[config.mk]
export PLATFORM = sky130hd
export DESIGN_NAME = gtin_check_digit_checker_top
export DESIGN_NICKNAME = d
export VERILOG_FILES = /design/src/design/gtin_pkg.sv /design/src/design/gtin_check_digit_checker_top.sv
export SDC_FILE = /design/constraint.sdc
export NUM_CORES = 1
export LEC_CHECK = 0
export BUFFER_PORTS_ARGS = -buffer_cell sky130_fd_sc_hd__buf_2
export CAP_MARGIN = 10
export CORE_MARGIN = 5
export CORE_UTILIZATION = 61
export DETAILED_ROUTE_END_ITERATION = 8
export GPL_ROUTABILITY_DRIVEN = 0
export PLACE_DENSITY = 0.92
export SETUP_SLACK_MARGIN = 0.5
export SLEW_MARGIN = 30
export SYNTH_ARGS = -nofsm -noshare
export SYNTH_HDL_FRONTEND = slang
export SYNTH_SLANG_ARGS = --single-unit
[constraint.sdc]
create_clock -name clk -period 8.1 [get_ports clk]
set_input_delay 0.81 -clock clk [delete_from_list [all_inputs] [get_ports clk]]
set_output_delay 0.81 -clock clk [all_outputs]
set_load 0.005 [all_outputs]
[src/design/gtin_pkg.sv]
// Package with the status and kind codes and the mod-10 helpers for the GTIN checker.
package gtin_pkg;

    typedef enum logic [1:0] {
        STATUS_CHECKED  = 2'd0,
        STATUS_BAD_LEN  = 2'd1,
        STATUS_BAD_CHAR = 2'd2
    } status_t;

    typedef enum logic [2:0] {
        KIND_NONE   = 3'd0,
        KIND_LEN8   = 3'd1,
        KIND_LEN12  = 3'd2,
        KIND_LEN13  = 3'd3,
        KIND_LEN14  = 3'd4,
        KIND_LEN17  = 3'd5,
        KIND_LEN18  = 3'd6
    } kind_t;

    localparam logic [4:0] COUNT_MAX  = 5'd31;
    localparam logic [3:0] ASCII_HIGH = 4'h3;
    localparam logic [3:0] MOD10      = 4'd10;

    // Sum of two decimal digits, reduced mod 10.
    function automatic logic [3:0] add_mod10(input logic [3:0] a, input logic [3:0] b);
        logic [4:0] t;
        t = {1'b0, a} + {1'b0, b};
        if (t >= {1'b0, MOD10})
            t = t - {1'b0, MOD10};
        return t[3:0];
    endfunction

    // 9 * a mod 10 is the ten's complement of a.
    function automatic logic [3:0] times9_mod10(input logic [3:0] a);
        return (a == 4'd0) ? 4'd0 : MOD10 - a;
    endfunction

    function automatic logic [3:0] times7_mod10(input logic [3:0] a);
        logic [3:0] r;
        case (a)
            4'd0:    r = 4'd0;
            4'd1:    r = 4'd7;
            4'd2:    r = 4'd4;
            4'd3:    r = 4'd1;
            4'd4:    r = 4'd8;
            4'd5:    r = 4'd5;
            4'd6:    r = 4'd2;
            4'd7:    r = 4'd9;
            4'd8:    r = 4'd6;
            4'd9:    r = 4'd3;
            default: r = 4'd0;
        endcase
        return r;
    endfunction

    function automatic kind_t length_kind(input logic [5:0] len);
        kind_t k;
        case (len)
            6'd8:    k = KIND_LEN8;
            6'd12:   k = KIND_LEN12;
            6'd13:   k = KIND_LEN13;
            6'd14:   k = KIND_LEN14;
            6'd17:   k = KIND_LEN17;
            6'd18:   k = KIND_LEN18;
            default: k = KIND_NONE;
        endcase
        return k;
    endfunction

endpackage

[src/design/gtin_check_digit_checker_top.sv]
// Top level of the GTIN mod-10 check-digit checker.
// The block takes one ASCII character per beat, most significant first, with last_char
// marking the check character, and gives one result beat per number: a status, the
// length kind, the computed check digit and a mismatch flag. A character is taken in
// every cycle; each beat passes an input register and then the running-sum update,
// and a check character's verdict is then written to the result register. The only
// thing that holds input back is a result register that is still full and stalled
// when a check character needs it.
module gtin_check_digit_checker_top (
    input  logic       clk,
    input  logic       rst_n,
    input  logic       char_valid,
    output logic       char_stall,
    input  logic [7:0] char_code,
    input  logic       last_char,
    output logic       result_valid,
    input  logic       result_stall,
    output logic [1:0] status,
    output logic [2:0] kind,
    output logic [3:0] expected_digit,
    output logic       mismatch
);

    // Input register
    logic       in_valid_reg;
    logic [7:0] in_code_reg;
    logic       in_last_reg;

    // Running state of the current number
    logic [4:0] count_reg, count_next;
    logic [3:0] even_sum_reg, even_sum_next;
    logic [3:0] odd_sum_reg, odd_sum_next;
    logic       bad_reg, bad_next;

    // Result register
    logic             out_valid_reg;
    gtin_pkg::status_t out_status_reg, out_status_next;
    gtin_pkg::kind_t   out_kind_reg, out_kind_next;
    logic [3:0]       out_digit_reg, out_digit_next;
    logic             out_mis_reg, out_mis_next;

    logic       out_free;
    logic       work_fire;
    logic       in_take;
    logic       is_digit;
    logic [3:0] digit;
    logic [5:0] total_len;
    gtin_pkg::kind_t len_kind;
    logic [3:0] w9_src, w7_src;
    logic [3:0] expect_val;

    assign out_free   = !out_valid_reg || !result_stall;
    assign work_fire  = in_valid_reg && (!in_last_reg || out_free);
    assign char_stall = in_valid_reg && !work_fire;
    assign in_take    = char_valid && !char_stall;

    assign is_digit  = (in_code_reg[7:4] == gtin_pkg::ASCII_HIGH) && (in_code_reg[3:0] < 4'd10);
    assign digit     = in_code_reg[3:0];
    assign total_len = {1'b0, count_reg} + 6'd1;
    assign len_kind  = (count_reg == gtin_pkg::COUNT_MAX) ? gtin_pkg::KIND_NONE
                                                          : gtin_pkg::length_kind(total_len);

    // Weight 9 falls on digits an even distance from the check character.
    assign w9_src     = total_len[0] ? even_sum_reg : odd_sum_reg;
    assign w7_src     = total_len[0] ? odd_sum_reg : even_sum_reg;
    assign expect_val = gtin_pkg::add_mod10(gtin_pkg::times9_mod10(w9_src),
                                            gtin_pkg::times7_mod10(w7_src));

    always_comb
    begin
        count_next      = count_reg;
        even_sum_next   = even_sum_reg;
        odd_sum_next    = odd_sum_reg;
        bad_next        = bad_reg;
        out_status_next = gtin_pkg::STATUS_CHECKED;
        out_kind_next   = gtin_pkg::KIND_NONE;
        out_digit_next  = 4'd0;
        out_mis_next    = 1'b0;
        if (!in_last_reg)
        begin
            if (!is_digit)
                bad_next = 1'b1;
            else if (!count_reg[0])
                even_sum_next = gtin_pkg::add_mod10(even_sum_reg, digit);
            else
                odd_sum_next = gtin_pkg::add_mod10(odd_sum_reg, digit);
            if (count_reg != gtin_pkg::COUNT_MAX)
                count_next = count_reg + 5'd1;
        end
        else
        begin
            count_next    = 5'd0;
            even_sum_next = 4'd0;
            odd_sum_next  = 4'd0;
            bad_next      = 1'b0;
            if (len_kind == gtin_pkg::KIND_NONE)
                out_status_next = gtin_pkg::STATUS_BAD_LEN;
            else if (bad_reg)
                out_status_next = gtin_pkg::STATUS_BAD_CHAR;
            else
            begin
                out_kind_next  = len_kind;
                out_digit_next = expect_val;
                out_mis_next   = {gtin_pkg::ASCII_HIGH, expect_val} != in_code_reg;
            end
        end
    end

    always_ff @(posedge clk or negedge rst_n)
    begin
        if (!rst_n)
        begin
            in_valid_reg  <= 1'b0;
            count_reg     <= 5'd0;
            even_sum_reg  <= 4'd0;
            odd_sum_reg   <= 4'd0;
            bad_reg       <= 1'b0;
            out_valid_reg <= 1'b0;
        end
        else
        begin
            if (in_take)
                in_valid_reg <= 1'b1;
            else if (work_fire)
                in_valid_reg <= 1'b0;

            if (work_fire)
            begin
                count_reg    <= count_next;
                even_sum_reg <= even_sum_next;
                odd_sum_reg  <= odd_sum_next;
                bad_reg      <= bad_next;
            end

            if (work_fire && in_last_reg)
                out_valid_reg <= 1'b1;
            else if (!result_stall)
                out_valid_reg <= 1'b0;
        end
    end

    always_ff @(posedge clk)
    begin
        if (in_take)
        begin
            in_code_reg <= char_code;
            in_last_reg <= last_char;
        end
        if (work_fire && in_last_reg)
        begin
            out_status_reg <= out_status_next;
            out_kind_reg   <= out_kind_next;
            out_digit_reg  <= out_digit_next;
            out_mis_reg    <= out_mis_next;
        end
    end

    assign result_valid   = out_valid_reg;
    assign status         = out_status_reg;
    assign kind           = out_kind_reg;
    assign expected_digit = out_digit_reg;
    assign mismatch       = out_mis_reg;

    // A failed check carries no kind, digit or mismatch.
    a_fail_fields_zero: assert property (@(posedge clk) disable iff (!rst_n)
        (out_valid_reg && out_status_reg != gtin_pkg::STATUS_CHECKED) |->
        (out_kind_reg == gtin_pkg::KIND_NONE && out_digit_reg == 4'd0 && !out_mis_reg))
        else $error("failed check has nonzero result fields");

    // A passed check names a length kind and a decimal digit.
    a_pass_fields_sane: assert property (@(posedge clk) disable iff (!rst_n)
        (out_valid_reg && out_status_reg == gtin_pkg::STATUS_CHECKED) |->
        (out_kind_reg != gtin_pkg::KIND_NONE && out_digit_reg < 4'd10))
        else $error("passed check has no kind or a bad digit");

    // A check character always lands in the result register.
    a_last_gives_result: assert property (@(posedge clk) disable iff (!rst_n)
        (work_fire && in_last_reg) |=> out_valid_reg)
        else $error("check character produced no result");

    // The running state is cleared after each number.
    a_state_cleared: assert property (@(posedge clk) disable iff (!rst_n)
        (work_fire && in_last_reg) |=>
        (count_reg == 5'd0 && even_sum_reg == 4'd0 && odd_sum_reg == 4'd0 && !bad_reg))
        else $error("state not cleared after a number");

    // Sums stay decimal.
    a_sums_decimal: assert property (@(posedge clk) disable iff (!rst_n)
        (even_sum_reg < 4'd10) && (odd_sum_reg < 4'd10))
        else $error("running sum left the decimal range");

endmodule

# Word-level counts from Yosys, hierarchy flattened

Memories as Yosys holds them, arrays and structs flattened.
Index checks and enable logic that the tools add are counted.

Bits in registers: 35
Bits in latches: 0
Memory bits (writable): 0
Memory bits (read-only): 64
Bits of input ports: 13
Memories: 1

Memories:

| memory          | depth | bits a word | read ports | clocked after Yosys merged registers in | wr ports | line           | RTL |
|---|---|---|---|---|---|---|---|
| (no name shown) | 16    | 4           | 1          | 0                                       | 0        | gtin_pkg.sv:40 | `case (a)` |

$add $sub $neg: 9
Multipliers: 0
Div/mod/pow operators: 0
$lt $le $gt $ge: 4
Eq/ne operators: 13
Shifts and indexed selects: 0
Mux-type cells: 24
Bitwise operators: 1
Reductions and logical operators: 24

Operators by type and width:

| operator              | number |
|---|---|
| $mux W4               | 12 |
| $eq A6 B4 Y1 const B  | 4 |
| $pmux W3 S6           | 1 |
| $add A4 B4 Y5         | 3 |
| $ge A5 B4 Y1 const B  | 3 |
| $eq A6 B5 Y1 const B  | 2 |
| $sub A4 B4 Y4 const B | 3 |
| $mux W5               | 2 |
| $ne A6 B8 Y1          | 1 |
| $reduce_bool A2 Y1    | 4 |
| $mux W1               | 7 |
| $add A5 B1 Y6 const B | 1 |
| $reduce_and A3 Y1     | 2 |
| $add A5 B1 Y5 const B | 1 |
| $eq A5 B5 Y1 const B  | 1 |
| $logic_and A1 B1 Y1   | 5 |
| $logic_not A1 Y1      | 5 |
| $ne A5 B5 Y1 const B  | 1 |
| $eq A4 B2 Y1 const B  | 1 |
| $logic_not A4 Y1      | 1 |
| $lt A4 B4 Y1 const B  | 1 |
| $ne A2 B2 Y1 const B  | 2 |
| $reduce_and A2 Y1     | 2 |
| $sub A4 B4 Y4 const A | 1 |
| 8 further kinds       | 9 |

# Longest topological paths before layout

Depth after elaboration: 9
Mapped depth: 17
Gate-level depth less buffers: 16

# Worst setup path after synthesis

No wires, ideal clock.

Kind: register to register
Start point: register count_reg[0]
End point: register out_mis_reg (netlist: mismatch) (data pin)
Arrival: 3.410 ns
Data required time: 7.828 ns
Setup slack: 4.418 ns
Stages on the path, launching flop included: 18
Buffers on the path: 2
Clock period less this slack: 3.682 ns
Path through: dfrtp_1 -> buf_2 -> clkbuf_1 -> a21oi_1 -> inv_1 -> ha_1 -> nand3_1 -> o21ai_0 -> ha_1 -> fa_1 -> xor2_1 -> inv_1 -> ha_1 -> o221ai_1 -> a31oi_1 -> mux2_1 -> xor2_1 -> a41oi_1

Word-level cells in the longest chain between the ends: 8
Elaborated cells between the ends (all ways): 23
Classes of those cells: 4 x add/sub; 1 x order compare; 8 x eq/ne; 6 x mux; 3 x reduce/logical; 1 x memory

RTL lines:

| item                                              | line                                | RTL |
|---|---|---|
| start, declared                                   | gtin_check_digit_checker_top.sv:30  | `logic [4:0] count_reg, count_next;` |
| start signal, assigned                            | gtin_check_digit_checker_top.sv:129 | `count_reg <= count_next;` |
| $add A5 B1 Y6                                     | gtin_check_digit_checker_top.sv:59  | `assign total_len = {1'b0, count_reg} + 6'd1;` |
| $mux W4                                           | gtin_check_digit_checker_top.sv:64  | `assign w9_src = total_len[0] ? even_sum_reg : odd_sum_reg;` |
| $sub A4 B4 Y4 or $logic_not A4 Y1 (tied branches) | gtin_pkg.sv:35                      | `return (a == 4'd0) ? 4'd0 : MOD10 - a;` |
| $mux W4                                           | gtin_pkg.sv:35                      |  |
| $add A4 B4 Y5                                     | gtin_pkg.sv:27                      | `t = {1'b0, a} + {1'b0, b};` |
| $sub A4 B4 Y4 or $ge A5 B4 Y1 (tied branches)     | gtin_pkg.sv:29, gtin_pkg.sv:28      |  |
| $mux W4                                           | gtin_pkg.sv:28                      | `if (t >= {1'b0, MOD10})` |
| $ne A6 B8 Y1                                      | gtin_check_digit_checker_top.sv:104 | `out_mis_next = {gtin_pkg::ASCII_HIGH, expect_val} != in_code_reg;` |
| end signal, assigned                              | gtin_check_digit_checker_top.sv:154 | `out_mis_reg <= out_mis_next;` |
| end, declared                                     | gtin_check_digit_checker_top.sv:40  | `logic out_mis_reg, out_mis_next;` |

Parallel ways exist; a longest one is shown, timed or not.
A chain may end at the register's enable or synchronous reset.

# Worst setup path after layout

Ends and elaborated chain as after synthesis.

==> results.txt <==
The number of violations reported at the end of detailed-routing iteration 0 came out at 169. The final critical-path share of the clock period is about 53%. The synthesized netlist net count is 317.

The length of the first detailed-routing pass in iterations is 4. Yosys mapped a number of flops with a built-in enable equal to 19. The worst IR drop on VDD is between 0.0002 and 0.0003 V.

The endpoint type of the worst setup path is a flip-flop. The total global routing overflow is 0. Clock skew on the completed layout was measured at ~0.013 ns. The die outline area is around 5700 um2. The internal power contribution came out at 659 uW. For this design the static power due to leakage is 0.00133 uW.

The final max-slew violation count came out at 0. The most used flip-flop cell after synthesis is sky130_fd_sc_hd__edfxtp_1. Relative to the synthesized area, the layout overhead comes to 9.28%. The clock share of power is between 10% and 20%. The number of vias per cell came out at about 6.2.

The number of failing hold endpoints at the final stage is 0. The total of hold buffers inserted after clock tree synthesis came out at 0. The path type of the worst setup path is flip-flop to flip-flop. The total of endpoints with negative setup slack in the final report came out at 0.

The critical path required time is roughly 8.1 ns. After synthesis, the cell types taking the most area are sky130_fd_sc_hd__edfxtp_1, sky130_fd_sc_hd__dfrtp_1, sky130_fd_sc_hd__ha_1. The largest total area in the synthesized netlist belongs to sky130_fd_sc_hd__edfxtp_1. The antenna cell count came out at 0. The part of the total power dissipated in sequential elements came out at 22.2%. The cell count after synthesis is ~280. The combinational group share of total power is ~67%.

The top-area cell type share of the netlist area came out at around 22%. The type of the worst min-delay path is input pin to asynchronous set/reset pin. During synthesis, Yosys emitted a total of 0 warnings. The net switching power of the design is 617 uW.

The number of distinct library cells after synthesis is 51. The net count reported at finish is 339. The clock drives 35 sinks. The clock transition at the register clock pins on the worst setup and hold paths after CTS is about 0.080 ns. The time the worst path needs with I/O delays and setup is approximately 4.3 ns.

The H-tree was split into 2 levels. The die boundary height is 75.8 um. The number of flip-flops in the largest register is 8.

The wire-length estimate of the detail-placed layout is ~4.3 mm. The sequential-to-total area share from yosys stat came out at a little under two fifths. Ranked by instance count, the synthesized netlist is headed by sky130_fd_sc_hd__ha_1, sky130_fd_sc_hd__nor2_1, sky130_fd_sc_hd__o21ai_0, sky130_fd_sc_hd__nand2_1, sky130_fd_sc_hd__edfxtp_1. Entering global routing, the biggest net connects 26 pins. The fraction of layout cells with a size suffix above 1 came out at between 10% and 20%. The maximum number of buffers from clock root to sink came out at 2. In this run the post-CTS setup repair buffer count came out at 0. The I/O pin total came out at 25.

The post-cts sizing count is 0. The post-synthesis register bit count came out at 35. The number of maximum-capacitance violations came out at 0. The total power density per cell area came out at roughly 440 nW/um2. From left edge to right edge, the die measures 75.8 um. The global-route wire length before repair is between 9 and 10 mm. The final routed wirelength across all metal layers is about 5.8 mm. The number of antenna violations at the first check in global routing was 0. Headroom to the max-slew limit came out at around two fifths.

After detailed routing, the number of remaining DRC violations is 0. In the final routed layout, each cell accounts on average for roughly 16 um. The setup total negative slack is 0 ns. The count of vias placed by the detailed router is ~2.2k. The worst setup path is launched from a flip-flop. The synthesized area per cell is about 9.6 um2.

The proportion of register bits with asynchronous set or reset after synthesis is 45.7%. The maximum fanout along the worst path came out at 25. The share of the core filled with cells came out at between 60% and 70%.

Clock tree synthesis inserted a total of 5 buffers. In this run the remaining antenna-violating nets after routing total 0. For this configuration, the core starts out at a cell density of approximately three fifths. Setup repair after global routing left no endpoint under its margin. The run finished with clean final reports. The switching power as a share of total power came out at about half. The combined area of all synthesized cells is ~2600 um2. The floorplan has 24 rows. The clock latency on the worst-skew pair came out at between 0.2 and 0.3 ns. For the worst setup path, the data arrival time is between 4 and 5 ns. During placement, the flow inserted port buffers numbering 24.

The transition at the pin with the smallest max-transition slack came out at 0.924 ns. The global-route usage over all layers is 22.6%. The number of global-route vias before repair came out at 2176. Based on the critical path, the design can be clocked at up to about 230 MHz.

The core footprint came out at ~4300 um2. The CTS tree is built. The clock root buffer master is sky130_fd_sc_hd__clkbuf_8.
==> per-layer routing <==
layer	global-route usage [%]	part of all wire (%)	routed length [um]	vias up
li1	-	-	-	1047
met1	26.4	41	2380	1051
met2	40.2	51	2950	68
met3	5.41	6.0	348	14
met4	7.96	1.6	90	0
met5	0	0	0	-
==> power by group through the flow <==
stage,clock (uW),sequential (uW),combinational (uW)
5_1_grt,153,290,940
6_report,141,283,852
4_1_cts,140,282,837
3_3_place_gp,0,282,748
3_5_place_dp,0,285,824
2_1_floorplan,0,255,665
==> layout make-up <==
type                       count  area, um2
inverter                      17       63.8
sequential                    35        971
clock buffer                   8        100
fill                         321       1380
timing repair buffer          24        120
tap                           52       65.1
multi-input combinational    215       1570
==> worst max-delay path, stage by stage (launching register included) <==
cell	delay (ns)
sky130_fd_sc_hd__dfrtp_1	0.92
sky130_fd_sc_hd__nor2b_1	0.15
sky130_fd_sc_hd__a21oi_1	0.30
sky130_fd_sc_hd__inv_1	0.08
sky130_fd_sc_hd__ha_1	0.23
sky130_fd_sc_hd__nand3_1	0.07
sky130_fd_sc_hd__o21ai_0	0.10
sky130_fd_sc_hd__ha_1	0.24
sky130_fd_sc_hd__fa_1	0.41
sky130_fd_sc_hd__xor2_1	0.18
sky130_fd_sc_hd__inv_1	0.10
sky130_fd_sc_hd__ha_1	0.25
sky130_fd_sc_hd__o221ai_1	0.15
sky130_fd_sc_hd__a31oi_1	0.23
sky130_fd_sc_hd__mux2_1	0.39
sky130_fd_sc_hd__xor2_1	0.14
sky130_fd_sc_hd__a41oi_1	0.11
==> layout by cell type (no fill, tap or decap), types with 7 or more instances in the layout <==
cell type,count
sky130_fd_sc_hd__dfrtp_1,16
sky130_fd_sc_hd__nor2_1,25
sky130_fd_sc_hd__edfxtp_1,19
sky130_fd_sc_hd__a21o_1,9
sky130_fd_sc_hd__xnor2_1,8
sky130_fd_sc_hd__inv_1,16
sky130_fd_sc_hd__buf_2,24
sky130_fd_sc_hd__ha_1,25
sky130_fd_sc_hd__nand2_1,20
sky130_fd_sc_hd__o21ai_0,22
sky130_fd_sc_hd__clkbuf_8,7
sky130_fd_sc_hd__a21oi_1,18
sky130_fd_sc_hd__mux2i_1,8
==> worst paths after layout <==
path                                          start                          end  slack, ns  depth (start not counted)
hold reg to reg            result_valid$_DFFE_PN0P_     result_valid$_DFFE_PN0P_       0.54                          1
min in group clk           result_valid$_DFFE_PN0P_     result_valid$_DFFE_PN0P_       0.54                          1
setup / recovery           count_reg[0]$_DFFE_PN0P_       mismatch$_SDFFCE_PP0P_       3.80                         16
hold / removal                                rst_n     count_reg[4]$_DFFE_PN0P_       0.42                          1
max in group asynchronous                     rst_n  even_sum_reg[0]$_DFFE_PN0P_       7.40                          1
setup reg to reg           count_reg[0]$_DFFE_PN0P_       mismatch$_SDFFCE_PP0P_       3.80                         16
==> cells by family (layout without fill, tap and decap cells) <==
group,count (synthesis),in the layout,share of synthesized area (%)
compound gates,79,79,19.4
xor+xnor,14,14,4.64
fa+ha+maj,28,28,14.1
buf+inv,26,49,3.93
flops,35,35,36.7
mux,14,14,5.73
simple gates,80,80,15.4
==> through the flow <==
step / hold slack [ns] / std cells / cell area [um2] / worst slack (ns) / power (uW)
5_1_grt: 0.438 / 351 / 2890 / 3.54 / 1380
6_report: 0.422 / 351 / 2890 / 3.80 / 1280
4_1_cts: 0.434 / 351 / 2890 / 3.83 / 1260
3_3_place_gp: 0.502 / 343 / 2790 / 4.15 / 1030
2_1_floorplan: 0.477 / 276 / 2640 / 4.42 / 920
3_5_place_dp: 0.525 / 343 / 2790 / 3.84 / 1110
No activity file was read; power rests on OpenSTA's default activity.
